$ cat config.mk
export PLATFORM = sky130hd
export DESIGN_NAME = tcgr_ram
export DESIGN_NICKNAME = d
export VERILOG_FILES = /design/src/design/tcgr_ram.sv
export SDC_FILE = /design/constraint.sdc
export NUM_CORES = 2
export LEC_CHECK = 0
export ABC_AREA = 0
export BUFFER_PORTS_ARGS = -buffer_cell sky130_fd_sc_hd__buf_2
export CORE_UTILIZATION = 44
export CTS_BUF_LIST = sky130_fd_sc_hd__clkbuf_2 sky130_fd_sc_hd__clkbuf_4 sky130_fd_sc_hd__clkbuf_8
export DETAILED_ROUTE_END_ITERATION = 12
export SLEW_MARGIN = 25
export SYNTH_ARGS = -nofsm -noshare
export SYNTH_HDL_FRONTEND = slang
export SYNTH_SLANG_ARGS = --single-unit
$ cat constraint.sdc
create_clock -name i_clk -period 4.45 [get_ports i_clk]
set_input_delay 0.89 -clock i_clk [delete_from_list [all_inputs] [get_ports i_clk]]
set_output_delay 0.89 -clock i_clk [all_outputs]
set_load 0.1 [all_outputs]
$ cat src/design/tcgr_ram.sv
// Generic simple dual-port RAM: one write port, one read port, registered read data.
// No dependencies.
module tcgr_ram #(
    parameter int WIDTH = 8,
    parameter int DEPTH = 256
) (
    input  logic                     i_clk,
    input  logic                     i_we,
    input  logic [$clog2(DEPTH)-1:0] i_waddr,
    input  logic [WIDTH-1:0]         i_wdata,
    input  logic [$clog2(DEPTH)-1:0] i_raddr,
    output logic [WIDTH-1:0]         o_rdata
);

    logic [WIDTH-1:0] r_mem [DEPTH];
    logic [WIDTH-1:0] r_rdata;

    always_ff @(posedge i_clk) begin
        if (i_we) begin
            r_mem[i_waddr] <= i_wdata;
        end
        r_rdata <= r_mem[i_raddr];
    end

    assign o_rdata = r_rdata;

endmodule

Yosys cells after proc, flatten, opt, wreduce, memory -nomap -nowiden
Memories as Yosys holds them, arrays and structs flattened. A register that Yosys moved wholly into a read port is not among the register bits.
Cells that the tools add are included.
{"block": "op_classes", "muxes": 2}
{"operator": "two-way mux 1 bit", "count": 2}
{"block": "word_totals", "ff_bits": 0, "ram_bits": 2048, "inputBits": 26, "output_inout_bits": 8, "memories": 1}
{"memory": "r_mem", "words": 256, "word_bits": 8, "rd": 1, "rd_clocked_by_memory_dff": 1, "wr": 1, "line_no": "15", "rtl": "logic [WIDTH-1:0] r_mem [DEPTH];"}

Depth between registers and ports, before layout
{"block": "logic_depth", "word_depth": 2, "ltp_mapped": 11, "mapped_depth_nobuf": 6}

Worst setup path after synthesis
No wires, ideal clock.
{"block": "synth_timing", "path_type": "input port to flip-flop", "start": "in i_raddr[0]", "end": "reg r_rdata[2] (netlist: o_rdata[2]), read port of r_mem", "arrival_ns": 2.697, "path_slack_ns": 1.622, "cell_stages": 9, "path_buffers": 4, "cell_sequence": "buf_6 > buf_12 > buf_8 > buf_2 > mux4_2 > a22oi_1 > a21oi_1 > nor4_1 > nor4_2"}
{"item": "start: declaration", "line_no": "11", "rtl": "input logic [$clog2(DEPTH)-1:0] i_raddr,"}
{"item": "end: declaration", "line_no": "16", "rtl": "logic [WIDTH-1:0] r_rdata;"}

==> results.txt <==
- The run finished with clean final reports.
* Post-synth EDFFs: ~2,000
* Worst Path Max Fanout: 48
- Max-Slew Margin vs Limit: 30.9%
- Across the routed clock network, the largest skew measured is 0.0853 ns.
- Worst R2R Path Depth: 5
* NumNets Final: 4,156
- Maximum achievable frequency: 292 MHz
- # DRC: 0
- Data on the critical path is required at its endpoint by 5.26 ns.
- At the placement stage, the worst setup path has a slack of just over 0.2 ns.
- CTS tree: built
* Routed via count: 40,000
- edfxtp_1 takes more of the synthesized area than any other cell.
* CTS hold repair buffers: 0
- Clock slew seen by the registers of the worst setup and hold paths: 0.06 ns
* Placeable core region: 179,000 sq um
* Via density per instance: 5.95
- The count of nets left with antenna violations once routing finished came out at 0.
- IR analysis of the VDD net gives a maximum drop of 0.000291 V.
- Post-synthesis async set-or-reset flop share: 0%
- After detailed routing, the average wire length per cell comes to 30.5 microns.
* Final Hold Vio Count: 0
* Most used cell along the critical path: nor4_1
- Primary flip-flop cell chosen by synthesis mapping: edfxtp_1
* Number of buffers created by CTS: 348
* Number of buffers between clock root and the deepest sink: 4
- Hold-critical path depth: 1
- Number of ports placed on the die boundary: 34
* Port Buf Inserts: 33
- # rows: approximately 160
- In this run the critical register-to-register path is launched from r_mem[65][1]$_DFFE_PP_.
- The number of pins exceeding their max-slew limit in the final report came to 0.
- Max-cap violations in this run came to 0.
- Flip-flop and latch count after synthesis: 2,056
- For this block, the initial DRC count from the detailed router was between 4,000 and 5,000.
- First-pass DRT Iterations: 5
* Final worst-path cycle share: 77.0%
- The endpoint identified for the worst register-to-register timing path is o_rdata[1]$_DFF_P_.
- Initial antenna violation count: 10
- Total buffers and inverters traversed by the critical path: 3
- The startpoint identified for the worst hold timing path is i_wdata[4].
* Critical Path Sink Type: flop
* # Post-CTS Setup Buffers: 0
- Number of nets in the synthesized netlist: 3,759
- Synthesis-to-finish area growth: 13.2%
- The floorplan step defined a die boundary enclosing ~180,000 sq um.
* Final worst-path setup slack: 1.03 ns
* Number of filler instances in the final layout: 14,300
* Vias in the first global route: 40,400
- GRT Total Usage: between 20% and 30%
- The total overflow left after global routing is 0.
- CTS root buffer: clkbuf_8
- Arrival time reported for the critical path endpoint: between 4 and 5 ns
- Share of final-layout standard cells stronger than drive strength 1: 29.1%
- The share of the Yosys chip area taken by registers is 77.5%.
- At the pin with the least slew margin, the transition time is 1.03 ns.
- The critical path is of the input port to flop type.
* Worst min-delay path category: input port to flop
* Crit path cell chain: buf_8, buf_12, or3b_2, o22ai_1, o21ai_0, nand3_1, nor4_1, buf_4, nor4_1
* Global placer's final weighted congestion: 0.868
- Reported leakage power: around 0.028 uW
- Ranking of synthesized cells by instance count: edfxtp_1 (2,048), mux4_2 (454), nor2_1 (282)
- Setup repair after global routing missed its margin: no
- Counting every sink on the clock net gives approximately 2,000.
- After detailed routing, the total wire length is 205,000 microns.
- Crit. path cell count: 9
- Synthesis produced about 3,700 cells.
- On the worst path, the slowest cell contributes a delay of between 0.9 and 1 ns.
- For this run, the number of Yosys warnings is 0.
- Top cell family by delay on the critical path: simple AND/OR/NAND/NOR gates
- Maximum number of pins on one net before global-route repair: 126
- Once the clock tree was built, the resizer swapped 0 gates to a different size.
- Top post-synthesis cells by area: edfxtp_1 (77%), mux4_2 (13%), mux2i_1 (1.7%)
- Post-Route Setup TNS: 0 ns
- Wire length of the first global-routing pass: 293,000 microns
* Worst path slowest cell: nor4_1
- The wire-length estimate of the detail-placed layout is 128,000 microns.
- The share of synthesized area in the top cell type comes to 77.3%.
- The average instance in the mapped netlist occupies 21.3 sq um.
* DIE HEIGHT: 427 microns
- The H-tree was split into 5 levels.
* Cell area after technology mapping: 79,600 sq um
* End point of the worst hold path: r_mem[83][4]$_DFFE_PP_
- Final critical delay including setup and external delays: between 3 and 4 ns
- Setup Viol. Count Final: 0
- Clock Latency Late Sink: 1.00 ns
* Most frequent cell after synthesis: edfxtp_1
* Die width: 427 microns
- Register-to-Register Setup Slack: 1.64 ns
* Distinct cell type count after synthesis: 55
- Launching element type of the critical path: input port
* Power Density: 435 nW/um^2
- Starting Density: 44.4%
[layer usage]
metal | wire, microns | global-route usage (%)
met3 | 17100 | 4.90
met1 | 85800 | 32.5
met2 | 96800 | 34.6
met5 | 0 | 0
met4 | 5040 | 6.77
[worst reg2reg max path, cell delays in order (launching register included)]
cell	delay, ns
edfxtp_1	0.37
mux4_2	0.51
mux4_2	0.53
nor2b_1	0.22
nor4_1	0.85
nor4_1	0.16
[stage by stage]
stage	hold slack, ns	std cells	power [uW]	cell area, sq um	util [%]
final	0.376	6720	39200	90000	50.3
after global routing	0.342	6720	40400	90000	50.3
after CTS	0.295	6716	39500	90000	50.3
after detailed placement	1.05	6135	23900	83700	46.8
after global placement	1.08	6135	23900	83700	46.8
after floorplan	0.770	3733	22900	79600	-
[flip-flops by register name (all words and copies together) (netlist names)]
signal,flops
o_rdata,8
r_mem,2048
[power breakdown]
part | switching, uW | internal [uW] | leakage (uW) | total, uW
clock network | 7260 | 8430 | 0.00335 | 15700
logic | 1400 | 709 | 0.00636 | 2110
registers | 42.4 | 21400 | 0.0185 | 21400
total | 8710 | 30500 | 0.0282 | 39200
[layout by cell type, fill, tap and decap left out, drive strengths merged, types with 5 or more instances in the layout]
cell type,count
nand2,33
nor3,22
o211ai,10
buf,279
a22oi,133
mux4,456
nand4,10
o21ai,12
a2111oi,5
mux2i,134
nand3,34
o22ai,28
nand2b,8
o221ai,47
edfxtp,2048
nor2b,31
dfxtp,8
a211oi,16
a21oi,96
nor2,282
a221oi,14
a22o,8
clkinvlp,6
o32ai,5
clkinv,109
o22a,5
nor4,27
and2,6
clkbuf,463
[area by class of cell]
cell class	instances	area, sq um	area share (%)
flip-flops and latches	2056	61700	68.5
clock inverters	119	602	0.668
multi-input cells	1442	16500	18.4
diodes	4	10.0	0.0111
well taps	2355	2950	3.27
inverters	2	7.51	0.00834
repair buffers	280	2570	2.86
clock buffers	462	5700	6.33
[logic make-up after synthesis]
logic type	synth area share, %
compound gates	3.42
buf+inv	1.83
flops	77.5
mux	14.6
simple gates	2.63
[worst max-delay path by stage]
stage                          start                  to
after floorplan           i_raddr[0]  o_rdata[2]$_DFF_P_
after global placement    i_raddr[1]  o_rdata[4]$_DFF_P_
after detailed placement  i_raddr[1]  o_rdata[4]$_DFF_P_
after CTS                 i_raddr[1]  o_rdata[4]$_DFF_P_
after global routing      i_raddr[1]  o_rdata[4]$_DFF_P_
final                     i_raddr[1]  o_rdata[1]$_DFF_P_
No activity file was read; power rests on OpenSTA's default activity.
